--- src/cbts_pkg.sv ---
package cbts_pkg;

  localparam int unsigned PHASE1_MIN_DEF = 1;
  localparam int unsigned PHASE2_MAX_DEF = 8;
  localparam int unsigned SJW_LIMIT_DEF  = 4;

  localparam logic [9:0] PERMILLE_FULL = 10'd1000;

  // configuration register indexes
  localparam logic [2:0] CFG_CLOCK_HZ  = 3'd0;
  localparam logic [2:0] CFG_PRESC_MIN = 3'd1;
  localparam logic [2:0] CFG_PRESC_MAX = 3'd2;
  localparam logic [2:0] CFG_PRESC_STP = 3'd3;
  localparam logic [2:0] CFG_QUANTA_MIN = 3'd4;
  localparam logic [2:0] CFG_QUANTA_MAX = 3'd5;
  localparam logic [2:0] CFG_PHASE1_MAX = 3'd6;
  localparam logic [2:0] CFG_PHASE2_MIN = 3'd7;

  typedef struct packed {
    logic [31:0] bit_rate;
    logic [9:0]  sp_target;
  } cbts_req_t;

  typedef struct packed {
    logic        found_ok;
    logic [14:0] prescaler;
    logic [7:0]  phase1_quanta;
    logic [7:0]  phase2_quanta;
    logic [3:0]  jump_width;
    logic [7:0]  quanta_per_bit;
    logic [9:0]  sample_point_permille;
    logic [31:0] bitrate_echo;
  } cbts_res_t;

  typedef struct packed {
    logic [31:0] clk_freq;
    logic [14:0] prescaler_min;
    logic [14:0] prescaler_max;
    logic [14:0] prescaler_step;
    logic [7:0]  quanta_min;
    logic [7:0]  quanta_max;
    logic [7:0]  phase1_max;
    logic [7:0]  phase2_min;
  } cbts_cfg_t;

  typedef struct packed {
    logic load;
    logic mul;
    logic qinit;
    logic qstep;
    logic t1init;
    logic t1inc;
    logic spinit;
    logic spstep;
    logic update;
    logic next_div;
    logic emit;
  } cbts_cmd_t;

  typedef struct packed {
    logic no_go;
    logic div_over;
    logic div_zero;
    logic q_big;
    logic cnt_last;
    logic q_bad;
    logic walk_end;
    logic t2_bad;
    logic better;
    logic out_free;
  } cbts_stat_t;

  typedef enum logic [3:0] {
    ST_IDLE,
    ST_DIV,
    ST_RANGE,
    ST_QDIV,
    ST_QCHK,
    ST_WALK,
    ST_SDIV,
    ST_SCMP,
    ST_DONE
  } cbts_state_e;

endpackage

--- src/cbts_ctrl.sv ---
module cbts_ctrl (
  input  logic               clk_i,
  input  logic               rst_ni,
  input  logic               in_valid_i,
  input  cbts_pkg::cbts_stat_t stat_i,
  output cbts_pkg::cbts_cmd_t  cmd_o,
  output logic               busy_o
);

  cbts_pkg::cbts_state_e state_q, state_d;

  always_ff @(posedge clk_i or negedge rst_ni) begin
    if (!rst_ni) begin
      state_q <= cbts_pkg::ST_IDLE;
    end else begin
      state_q <= state_d;
    end
  end

  always_comb begin
    state_d = state_q;
    cmd_o   = '0;
    case (state_q)
      cbts_pkg::ST_IDLE: begin
        if (in_valid_i) begin
          cmd_o.load = 1'b1;
          state_d    = cbts_pkg::ST_DIV;
        end
      end
      cbts_pkg::ST_DIV: begin
        if (stat_i.no_go || stat_i.div_over) begin
          state_d = cbts_pkg::ST_DONE;
        end else if (stat_i.div_zero) begin
          cmd_o.next_div = 1'b1;
        end else begin
          cmd_o.mul = 1'b1;
          state_d   = cbts_pkg::ST_RANGE;
        end
      end
      cbts_pkg::ST_RANGE: begin
        if (stat_i.q_big) begin
          cmd_o.next_div = 1'b1;
          state_d        = cbts_pkg::ST_DIV;
        end else begin
          cmd_o.qinit = 1'b1;
          state_d     = cbts_pkg::ST_QDIV;
        end
      end
      cbts_pkg::ST_QDIV: begin
        cmd_o.qstep = 1'b1;
        if (stat_i.cnt_last) state_d = cbts_pkg::ST_QCHK;
      end
      cbts_pkg::ST_QCHK: begin
        if (stat_i.q_bad) begin
          cmd_o.next_div = 1'b1;
          state_d        = cbts_pkg::ST_DIV;
        end else begin
          cmd_o.t1init = 1'b1;
          state_d      = cbts_pkg::ST_WALK;
        end
      end
      cbts_pkg::ST_WALK: begin
        if (stat_i.walk_end) begin
          cmd_o.next_div = 1'b1;
          state_d        = cbts_pkg::ST_DIV;
        end else if (stat_i.t2_bad) begin
          cmd_o.t1inc = 1'b1;
        end else begin
          cmd_o.spinit = 1'b1;
          state_d      = cbts_pkg::ST_SDIV;
        end
      end
      cbts_pkg::ST_SDIV: begin
        cmd_o.spstep = 1'b1;
        if (stat_i.cnt_last) state_d = cbts_pkg::ST_SCMP;
      end
      cbts_pkg::ST_SCMP: begin
        cmd_o.update = stat_i.better;
        cmd_o.t1inc  = 1'b1;
        state_d      = cbts_pkg::ST_WALK;
      end
      cbts_pkg::ST_DONE: begin
        if (stat_i.out_free) begin
          cmd_o.emit = 1'b1;
          state_d    = cbts_pkg::ST_IDLE;
        end
      end
      default: state_d = cbts_pkg::ST_IDLE;
    endcase
  end

  assign busy_o = (state_q != cbts_pkg::ST_IDLE);

endmodule

--- src/cbts_dp.sv ---
module cbts_dp #(
  parameter int unsigned PHASE1_MIN = cbts_pkg::PHASE1_MIN_DEF,
  parameter int unsigned PHASE2_MAX = cbts_pkg::PHASE2_MAX_DEF,
  parameter int unsigned SJW_LIMIT  = cbts_pkg::SJW_LIMIT_DEF
) (
  input  logic                clk_i,
  input  logic                rst_ni,
  input  cbts_pkg::cbts_cfg_t cfg_i,
  input  cbts_pkg::cbts_req_t req_i,
  input  cbts_pkg::cbts_cmd_t cmd_i,
  output cbts_pkg::cbts_stat_t stat_o,
  input  logic                out_stall_i,
  output logic                out_valid_o,
  output cbts_pkg::cbts_res_t out_data_o
);

  logic [31:0] rate_q;
  logic [9:0]  target_q;
  logic [15:0] div_q;
  logic [47:0] denom_q;
  logic [31:0] rem_q;
  logic [7:0]  quo_q;
  logic [3:0]  cnt_q;
  logic [8:0]  t1_q;
  logic [17:0] spr_q;
  logic [9:0]  spq_q;
  logic        found_q;
  logic [9:0]  best_err_q;
  logic [14:0] b_div_q;
  logic [7:0]  b_t1_q, b_t2_q, b_tq_q;
  logic [9:0]  b_sp_q;
  logic        out_valid_q;
  cbts_pkg::cbts_res_t out_q;

  logic [55:0] qshift;
  logic        qfit;
  logic [17:0] sshift;
  logic        sfit;
  logic [7:0]  t2;
  logic [9:0]  err;
  logic [7:0]  tqm1, t1_skip, t1_start;
  logic [3:0]  sjw;

  assign qshift = {8'd0, denom_q} << cnt_q[2:0];
  assign qfit   = {24'd0, rem_q} >= qshift;
  assign sshift = {10'd0, quo_q} << cnt_q;
  assign sfit   = spr_q >= sshift;
  assign t2     = quo_q - 8'd1 - t1_q[7:0];
  assign err    = (spq_q > target_q) ? (spq_q - target_q) : (target_q - spq_q);
  assign tqm1   = quo_q - 8'd1;
  assign t1_skip = (tqm1 > 8'(PHASE2_MAX)) ? (tqm1 - 8'(PHASE2_MAX)) : 8'd0;
  assign t1_start = (t1_skip > 8'(PHASE1_MIN)) ? t1_skip : 8'(PHASE1_MIN);
  assign sjw    = (b_t2_q < 8'(SJW_LIMIT)) ? b_t2_q[3:0] : 4'(SJW_LIMIT);

  always_comb begin
    stat_o.no_go    = (rate_q == '0) || (cfg_i.clk_freq == '0) || (cfg_i.prescaler_step == '0);
    stat_o.div_over = div_q > {1'b0, cfg_i.prescaler_max};
    stat_o.div_zero = (div_q == '0);
    stat_o.q_big    = {24'd0, cfg_i.clk_freq} >= {denom_q, 8'd0};
    stat_o.cnt_last = (cnt_q == '0);
    stat_o.q_bad    = (rem_q != '0) || (quo_q < cfg_i.quanta_min) || (quo_q > cfg_i.quanta_max);
    stat_o.walk_end = (t1_q > {1'b0, cfg_i.phase1_max}) ||
                      ({1'b0, t1_q} + 10'd1 >= {2'd0, quo_q});
    stat_o.t2_bad   = (t2 < cfg_i.phase2_min) || (t2 > 8'(PHASE2_MAX));
    stat_o.better   = !found_q || (err < best_err_q);
    stat_o.out_free = !out_valid_q || !out_stall_i;
  end

  always_ff @(posedge clk_i or negedge rst_ni) begin
    if (!rst_ni) begin
      out_valid_q <= 1'b0;
      found_q     <= 1'b0;
    end else begin
      if (cmd_i.emit) begin
        out_valid_q <= 1'b1;
      end else if (!out_stall_i) begin
        out_valid_q <= 1'b0;
      end
      if (cmd_i.load) begin
        found_q <= 1'b0;
      end else if (cmd_i.update) begin
        found_q <= 1'b1;
      end
    end
  end

  always_ff @(posedge clk_i) begin
    if (cmd_i.load) begin
      rate_q     <= req_i.bit_rate;
      target_q   <= (req_i.sp_target > cbts_pkg::PERMILLE_FULL) ?
                    cbts_pkg::PERMILLE_FULL : req_i.sp_target;
      div_q      <= {1'b0, cfg_i.prescaler_min};
      best_err_q <= '0;
      b_div_q    <= '0;
      b_t1_q     <= '0;
      b_t2_q     <= '0;
      b_tq_q     <= '0;
      b_sp_q     <= '0;
    end
    if (cmd_i.next_div) div_q <= div_q + {1'b0, cfg_i.prescaler_step};
    if (cmd_i.mul) denom_q <= div_q * rate_q;
    if (cmd_i.qinit) begin
      rem_q <= cfg_i.clk_freq;
      quo_q <= '0;
      cnt_q <= 4'd7;
    end
    if (cmd_i.qstep) begin
      if (qfit) begin
        rem_q <= rem_q - qshift[31:0];
        quo_q[cnt_q[2:0]] <= 1'b1;
      end
      cnt_q <= cnt_q - 4'd1;
    end
    if (cmd_i.t1init) t1_q <= {1'b0, t1_start};
    if (cmd_i.t1inc) t1_q <= t1_q + 9'd1;
    if (cmd_i.spinit) begin
      spr_q <= ({10'd0, t1_q[7:0]} + 18'd1) * 18'd1000;
      spq_q <= '0;
      cnt_q <= 4'd9;
    end
    if (cmd_i.spstep) begin
      if (sfit) begin
        spr_q <= spr_q - sshift;
        spq_q[cnt_q] <= 1'b1;
      end
      cnt_q <= cnt_q - 4'd1;
    end
    if (cmd_i.update) begin
      best_err_q <= err;
      b_div_q    <= div_q[14:0];
      b_t1_q     <= t1_q[7:0];
      b_t2_q     <= t2;
      b_tq_q     <= quo_q;
      b_sp_q     <= spq_q;
    end
    if (cmd_i.emit) begin
      out_q.found_ok              <= found_q;
      out_q.prescaler             <= b_div_q;
      out_q.phase1_quanta         <= b_t1_q;
      out_q.phase2_quanta         <= b_t2_q;
      out_q.jump_width            <= sjw;
      out_q.quanta_per_bit        <= b_tq_q;
      out_q.sample_point_permille <= b_sp_q;
      out_q.bitrate_echo          <= found_q ? rate_q : 32'd0;
    end
  end

  assign out_valid_o = out_valid_q;
  assign out_data_o  = out_q;

endmodule

--- src/can_bit_timing_solver.sv ---
// CAN bit timing solver.
// Input channel (in_valid_i / in_stall_o / in_data_i): one request holds a
// bit rate and a target sample point in permille. Output channel
// (out_valid_o / out_stall_i / out_data_o): one result per request, the best
// prescaler and segment split, or all zero with found_ok low.
// Configuration: write cfg_data_i to register cfg_idx_i while cfg_we_i is
// high; write only while no request is in flight.
// Per request the sequencer tries each prescaler in turn: it skips a zero
// prescaler, moves on when the quotient is at least 256, and otherwise runs
// the 8-step quotient division and, on an exact fit, walks the phase splits
// with a 10-step sample point division per legal split. It closes with the
// range check, the result load and the output register. One request at a
// time; the segment walk and the two shift-subtract dividers set the pace.
// Reset clears the sequencer and the output valid and loads the default
// register values. A result waiting under out_stall_i holds; a new request
// is still taken and solved, and its result waits until the output frees.
module can_bit_timing_solver #(
  parameter int unsigned PHASE1_MIN = cbts_pkg::PHASE1_MIN_DEF,
  parameter int unsigned PHASE2_MAX = cbts_pkg::PHASE2_MAX_DEF,
  parameter int unsigned SJW_LIMIT  = cbts_pkg::SJW_LIMIT_DEF
) (
  input  logic                clk_i,
  input  logic                rst_ni,
  input  logic                in_valid_i,
  output logic                in_stall_o,
  input  cbts_pkg::cbts_req_t in_data_i,
  output logic                out_valid_o,
  input  logic                out_stall_i,
  output cbts_pkg::cbts_res_t out_data_o,
  input  logic                cfg_we_i,
  input  logic [2:0]          cfg_idx_i,
  input  logic [31:0]         cfg_data_i
);

  cbts_pkg::cbts_cfg_t  cfg_q;
  cbts_pkg::cbts_cmd_t  cmd;
  cbts_pkg::cbts_stat_t stat;
  logic                 busy;

  // Configuration registers, masked to their widths on write.
  always_ff @(posedge clk_i or negedge rst_ni) begin
    if (!rst_ni) begin
      cfg_q.clk_freq       <= 32'd80000000;
      cfg_q.prescaler_min  <= 15'd2;
      cfg_q.prescaler_max  <= 15'd16384;
      cfg_q.prescaler_step <= 15'd2;
      cfg_q.quanta_min     <= 8'd3;
      cfg_q.quanta_max     <= 8'd25;
      cfg_q.phase1_max     <= 8'd16;
      cfg_q.phase2_min     <= 8'd2;
    end else if (cfg_we_i) begin
      case (cfg_idx_i)
        cbts_pkg::CFG_CLOCK_HZ:   cfg_q.clk_freq       <= cfg_data_i;
        cbts_pkg::CFG_PRESC_MIN:  cfg_q.prescaler_min  <= cfg_data_i[14:0];
        cbts_pkg::CFG_PRESC_MAX:  cfg_q.prescaler_max  <= cfg_data_i[14:0];
        cbts_pkg::CFG_PRESC_STP:  cfg_q.prescaler_step <= cfg_data_i[14:0];
        cbts_pkg::CFG_QUANTA_MIN: cfg_q.quanta_min     <= cfg_data_i[7:0];
        cbts_pkg::CFG_QUANTA_MAX: cfg_q.quanta_max     <= cfg_data_i[7:0];
        cbts_pkg::CFG_PHASE1_MAX: cfg_q.phase1_max     <= cfg_data_i[7:0];
        cbts_pkg::CFG_PHASE2_MIN: cfg_q.phase2_min     <= cfg_data_i[7:0];
        default: ;
      endcase
    end
  end

  // Sequencer: walks prescalers and phase splits, issues datapath commands.
  cbts_ctrl u_ctrl (
    .clk_i      (clk_i),
    .rst_ni     (rst_ni),
    .in_valid_i (in_valid_i),
    .stat_i     (stat),
    .cmd_o      (cmd),
    .busy_o     (busy)
  );

  // Datapath: multiplier, two shift-subtract dividers, best-candidate store
  // and the output register.
  cbts_dp #(
    .PHASE1_MIN (PHASE1_MIN),
    .PHASE2_MAX (PHASE2_MAX),
    .SJW_LIMIT  (SJW_LIMIT)
  ) u_dp (
    .clk_i       (clk_i),
    .rst_ni      (rst_ni),
    .cfg_i       (cfg_q),
    .req_i       (in_data_i),
    .cmd_i       (cmd),
    .stat_o      (stat),
    .out_stall_i (out_stall_i),
    .out_valid_o (out_valid_o),
    .out_data_o  (out_data_o)
  );

  // Take a request only while the sequencer is idle.
  assign in_stall_o = busy;

endmodule

--- config.mk ---
export PLATFORM = sky130hd
export DESIGN_NAME = can_bit_timing_solver
export DESIGN_NICKNAME = d
export VERILOG_FILES = /design/src/cbts_pkg.sv /design/src/cbts_ctrl.sv /design/src/cbts_dp.sv /design/src/can_bit_timing_solver.sv
export SDC_FILE = /design/constraint.sdc
export NUM_CORES = 2
export LEC_CHECK = 0
export BUFFER_PORTS_ARGS = -buffer_cell sky130_fd_sc_hd__buf_2
export CORE_MARGIN = 3
export CORE_UTILIZATION = 65
export CTS_CLUSTER_SIZE = 14
export DETAILED_ROUTE_END_ITERATION = 12
export HOLD_SLACK_MARGIN = 0.08
export PLACE_DENSITY = 0.83
export SLEW_MARGIN = 25
export SYNTH_ARGS = -nofsm -noshare
export SYNTH_HDL_FRONTEND = slang
export SYNTH_SLANG_ARGS = --single-unit
--- constraint.sdc ---
create_clock -name clk_i -period 18.2 [get_ports clk_i]
set_input_delay 2.73 -clock clk_i [delete_from_list [all_inputs] [get_ports clk_i]]
set_output_delay 2.73 -clock clk_i [all_outputs]
set_load 0.02 [all_outputs]
-- Yosys cells after proc, flatten, opt, wreduce, memory -nomap -nowiden
Index checks and enable logic that the tools add are counted.
- output and inout bits: 88
- bits of input ports: 82
- register bits after elaboration: 447
- word-level logic and storage cells: 207
- multipliers: 2
- reduce and logical (&&, ||, !) cells: 36
- $add $sub $neg: 12
- multiplexer cells: 76
- order comparisons: 20
- equal/unequal tests: 22
- shifts and indexed selects: 2
- bitwise operators: 2
- operators by type and width (operator ; number):
    32-bit by 56-bit greater-or-equal comparator with 1-bit output ; 2
    32-bit 2-to-1 mux ; 3
    8-bit 2-to-1 mux ; 9
    10-bit 2-to-1 mux ; 7
    32-bit zero test ; 2
    48-bit by 3-bit << shifter with 56-bit output ; 1
    18-bit 2-to-1 mux ; 3
    16-bit by 32-bit multiplier with 48-bit output ; 1
    4-bit 2-to-1 mux ; 12
    4-bit case mux with 9 select lines ; 1
    16-bit 2-to-1 mux ; 2
    32-bit nonzero test ; 1
    32-bit subtractor ; 1
    15-bit 2-to-1 mux ; 2
    1-bit 2-to-1 mux ; 28
    10-bit subtractor ; 2
    18-bit greater-or-equal comparator ; 1
    18-bit by 7-bit multiplier with 15-bit output, second input constant ; 1
    9-bit 2-to-1 mux ; 2
    8-bit by 4-bit << shifter with 18-bit output ; 1
    18-bit subtractor ; 1
    16-bit by 15-bit adder with 16-bit output ; 1
    4-bit by 3-bit == test with 1-bit output, second input constant ; 4
    16-bit by 15-bit greater-than comparator with 1-bit output ; 1
    other kinds (50) ; 83

-- Depth between registers and ports, before layout
- word-level depth: 11
- mapped depth: 26
- gate-level depth less buffers: 24

-- By module
Synthesis repeated with hierarchy kept, for this count alone.
- cell total of the unflattened synthesis: 4252
- area total of the unflattened synthesis: 42650.9 um^2
- modules (own cells, without submodules) (module ; sequential area each (um^2) ; area each (um^2) ; times used ; cells each):
    cbts_dp ; 9339.0 ; 37986.4 ; 1 ; 3952
    can_bit_timing_solver ; 2750.1 ; 4175.3 ; 1 ; 239
    cbts_ctrl ; 100.1 ; 489.2 ; 1 ; 61

-- Least setup slack after synthesis
Ideal clock, no wire load.
- path kind: in2reg
- start: in out_stall_i
- end: reg u_dp.out_q, in the netlist u_dp.out_data_o[0], enable pin
- buffers on the path: 0
- cell stages on the path: 1
- arrival: 6910 ps
- path slack: 10731 ps
- setup time: 559 ps
- data required time: 17641 ps
- cells stage by stage: a21oi_1
- word-level cells in the longest chain between the ends: 4
- RTL lines (what ; RTL line ; text):
    start: declaration ; can_bit_timing_solver.sv:28 ; input logic out_stall_i,
    1-bit zero test ; cbts_dp.sv:66 ; stat_o.out_free = !out_valid_q || !out_stall_i;
    1-bit logical OR ; cbts_dp.sv:66 ;
    1-bit 2-to-1 mux ; cbts_ctrl.sv:83 ; if (stat_i.out_free) begin
    1-bit 2-to-1 mux ; cbts_ctrl.sv:23 ; case (state_q)
    end: declaration ; cbts_dp.sv:33 ; cbts_pkg::cbts_res_t out_q;
No other way between the ends.
A chain may end at the register's enable or synchronous reset.

-- Worst setup path after layout
- start: reg u_dp.div_q[7]
- end: reg u_dp.denom_q[47] (data pin)
- word-level cells in the longest chain between the ends: 1
- RTL lines (what ; RTL line ; text):
    start: declaration ; cbts_dp.sv:19 ; logic [15:0] div_q;
    start signal: assignment ; cbts_dp.sv:92 ; div_q <= {1'b0, cfg_i.prescaler_min};
    start signal: assignment ; cbts_dp.sv:100 ; if (cmd_i.next_div) div_q <= div_q + {1'b0, cfg_i.prescaler_step};
    16-bit by 32-bit multiplier with 48-bit output ; cbts_dp.sv:101 ; if (cmd_i.mul) denom_q <= div_q * rate_q;
    end signal: assignment ; cbts_dp.sv:101 ;
    end: declaration ; cbts_dp.sv:20 ; logic [47:0] denom_q;
No other way between the ends.

==> results.md <==
* Setup violators final at 0
* Layout cells sized above 1 at 0.107
* Max Cap Violations at 0
* Pin count of the biggest net entering global routing at 83
* Total gr overflow at 0
* Syn Inst Count at 4171
* Remaining DRCs at 0
* Critical Setup Path Class: reg -> reg
* CP Max Fanout at 33
* CP arrival at 7830 ps
* Clock Sinks at 447
* Cells taking the most area after synthesis: fa_1 21%, edfxtp_1 19%, ha_1 10%
* Synth Register Bits at 447
* Startpoint types: register
* Mean number of vias per cell at 6.08
* Critical path required time at 18560 ps
* Post-synthesis sequential area ratio at 0.290
* Post-CTS Setup Bufs at 0
* CTS buffer count at 49
* Post_cts resized at 0
* GRT Total Usage at 0.324
* Minimum clock period at 7470 ps
* Worst-margin pin slew at 995 ps
* Clk_lat worst skew at 630 ps
* Setup TNS at 0 ps
* Number of diodes at 0
* Max clock buf depth at 3
* Initial antenna violation count at 2
* Avg Synthesized Cell Area at 10.1 um2
* Clock skew at 28.1 ps
* DRT antenna net count at 0
* Fraction of registers with async set/reset at 0.257
* Commonest non-fill, non-tap cell in the layout: inv_1
* # rows at 92
* Commonest cells after routing, fill and taps aside: 655 x inv_1, 454 x nand2_1, 449 x fa_1
* Fin crit share at 0.410
* Worst-path clk slew at 60 ps
* H-tree lvl count at 2
* Final WL at 107 mm
* DR pass1 iterations at 6
* Setup crit end kind: register
* Max Freq at 134 MHz
* Distinct cells, synth at 89
* Area leader, netlist: fa_1
* Number of global-route vias before repair at 32.5k
* # IOs at 170
* Final hold vios at 0
* Number of synthesized flops with an enable pin at 264
* Core area at 63500 um2
* RePlAce Congestion at 0.983
* Hold crit path type: reg -> reg
* Initial core utilization at 0.662
* Yosys top cell area share at 0.214
* Status: finished clean
* Synth warn at 0
* Total number of vias at 31.3k
* Layout net count at 5123
* 1st-iter DRT viols at 2737
* Post-CTS Hold Fix Bufs at 0
* Die width at 260 um
* Slew Viols, Final at 0
* Routed WL per cell at 20.8 um
* RSZ-0062 raised after global routing: no
* R2r setup slk at 10730 ps
* CTS tree: done
* Area growth from synthesis to layout at 7.52%
* Top_reg_cell synth: edfxtp_1
* Die Height at 260 um
* DPL Wire Length at 79.1 mm
* Post-Syn Area at 42000 um2
* CTS Root Cell: clkbuf_16
* Die footprint at 67800 um2
* Worst slew margin at 0.337
* Global-route wire length before repair at 172 mm
* Port Buffer Count at 169
* Net count after synthesis at 5041
==> state kept, by name, indices dropped and copies added (netlist names), 8 cells and up <==
signal and cells:
cfg_q 109, u_dp.out_data_o 86, u_dp.denom_q 48, u_dp.rate_q 32, u_dp.rem_q 32, u_dp.spr_q 18
u_dp.div_q 16, u_dp.b_div_q 15, u_dp.b_sp_q 10, u_dp.best_err_q 10, u_dp.spq_q 10, u_dp.target_q 10
u_dp.t1_q 9, u_dp.b_t1_q 8, u_dp.b_t2_q 8, u_dp.b_tq_q 8, u_dp.quo_q 8
==> per-stage QoR <==
step                       util  setup slack, ps  hold slack [ps]  cells  area (um2)
after floorplan               -            10730              400   4171       42000
after global placement    0.686            10720              400   5047       43600
after detailed placement  0.686            10860              405   5048       43600
after CTS                 0.711            10790              400   5140       45200
after global routing      0.711            10350              403   5140       45200
final                     0.711            10730              405   5140       45200
==> cells in the mapped netlist, types with 14 or more instances <==
| cell | count |
|---|---|
| nor4_1 | 43 |
| a21o_1 | 62 |
| and2_1 | 297 |
| nand3_1 | 47 |
| xor2_1 | 51 |
| buf_2 | 14 |
| inv_1 | 656 |
| o21ai_0 | 124 |
| nor2b_1 | 31 |
| dfrtp_1 | 97 |
| ha_1 | 339 |
| o21a_1 | 31 |
| a211oi_1 | 22 |
| edfxtp_1 | 264 |
| nor3_1 | 48 |
| mux2_2 | 109 |
| dfstp_2 | 18 |
| a21boi_0 | 14 |
| o21bai_1 | 16 |
| a21oi_1 | 142 |
| nand2b_1 | 23 |
| dfxtp_1 | 68 |
| mux2i_1 | 128 |
| nand2_1 | 455 |
| clkbuf_1 | 155 |
| nand4_1 | 32 |
| xnor2_1 | 90 |
| a31oi_1 | 15 |
| mux4_2 | 20 |
| nor2_1 | 137 |
| fa_1 | 449 |
| and3_1 | 17 |
==> kinds of logic after synthesis <==
logic type | share of synthesized area
and+or+nand+nor | 0.140
buffers and inverters | 0.0748
adders and majority gates | 0.315
AOI/OAI and AO/OA | 0.0794
other | 0.0000892
xor gates and xnor gates | 0.0300
muxes | 0.0707
DFF | 0.290
==> cell type report <==
class | instances | area (um2)
clock buffers | 64 | 1320
fillers | 4570 | 18300
clock inverters | 28 | 251
inverters | 657 | 2470
well taps | 846 | 1060
multi-input cells | 2891 | 26800
repair buffers | 207 | 1140
flip-flops and latches | 447 | 12200
==> routing by layer <==
layer	vias to the layer above	global-route usage	part of all wire
li1	13900	-	-
met1	15400	0.401	0.37
met2	1497	0.537	0.48
met3	434	0.0574	0.080
met4	2	0.192	0.069
met5	-	0	0.00012
==> worst max-delay path, cell delays in order (launching register included) <==
cell,delay (ps)
edfxtp_1,450
buf_4,450
nand2_1,160
fa_1,540
inv_1,50
fa_1,500
inv_1,50
fa_1,480
inv_1,60
fa_1,510
fa_1,580
inv_1,80
fa_1,540
inv_1,40
ha_1,390
nand3_1,150
nor4_1,290
o21ai_0,180
nand3_1,120
a41oi_1,150
o221ai_1,440
a31oi_1,200
o21ai_0,520
nand2_1,110
o311a_1,130
==> path summary, 6_finish.rpt <==
check / to / startpoint / cells after the start
setup / recovery: u_dp.denom_q[47] / u_dp.div_q[7] / 24
hold / removal: u_dp.out_data_o[67] / u_dp.b_t1_q[5] / 0
setup reg to reg: u_dp.denom_q[47] / u_dp.div_q[7] / 24
hold reg to reg: u_dp.out_data_o[67] / u_dp.b_t1_q[5] / 0
max in group asynchronous: cfg_q[75] / rst_ni / 2
min in group asynchronous: cfg_q[107] / rst_ni / 1
Power is not shown: default switching activity piles up to over one toggle a cycle in this logic, so the estimate is an artifact.
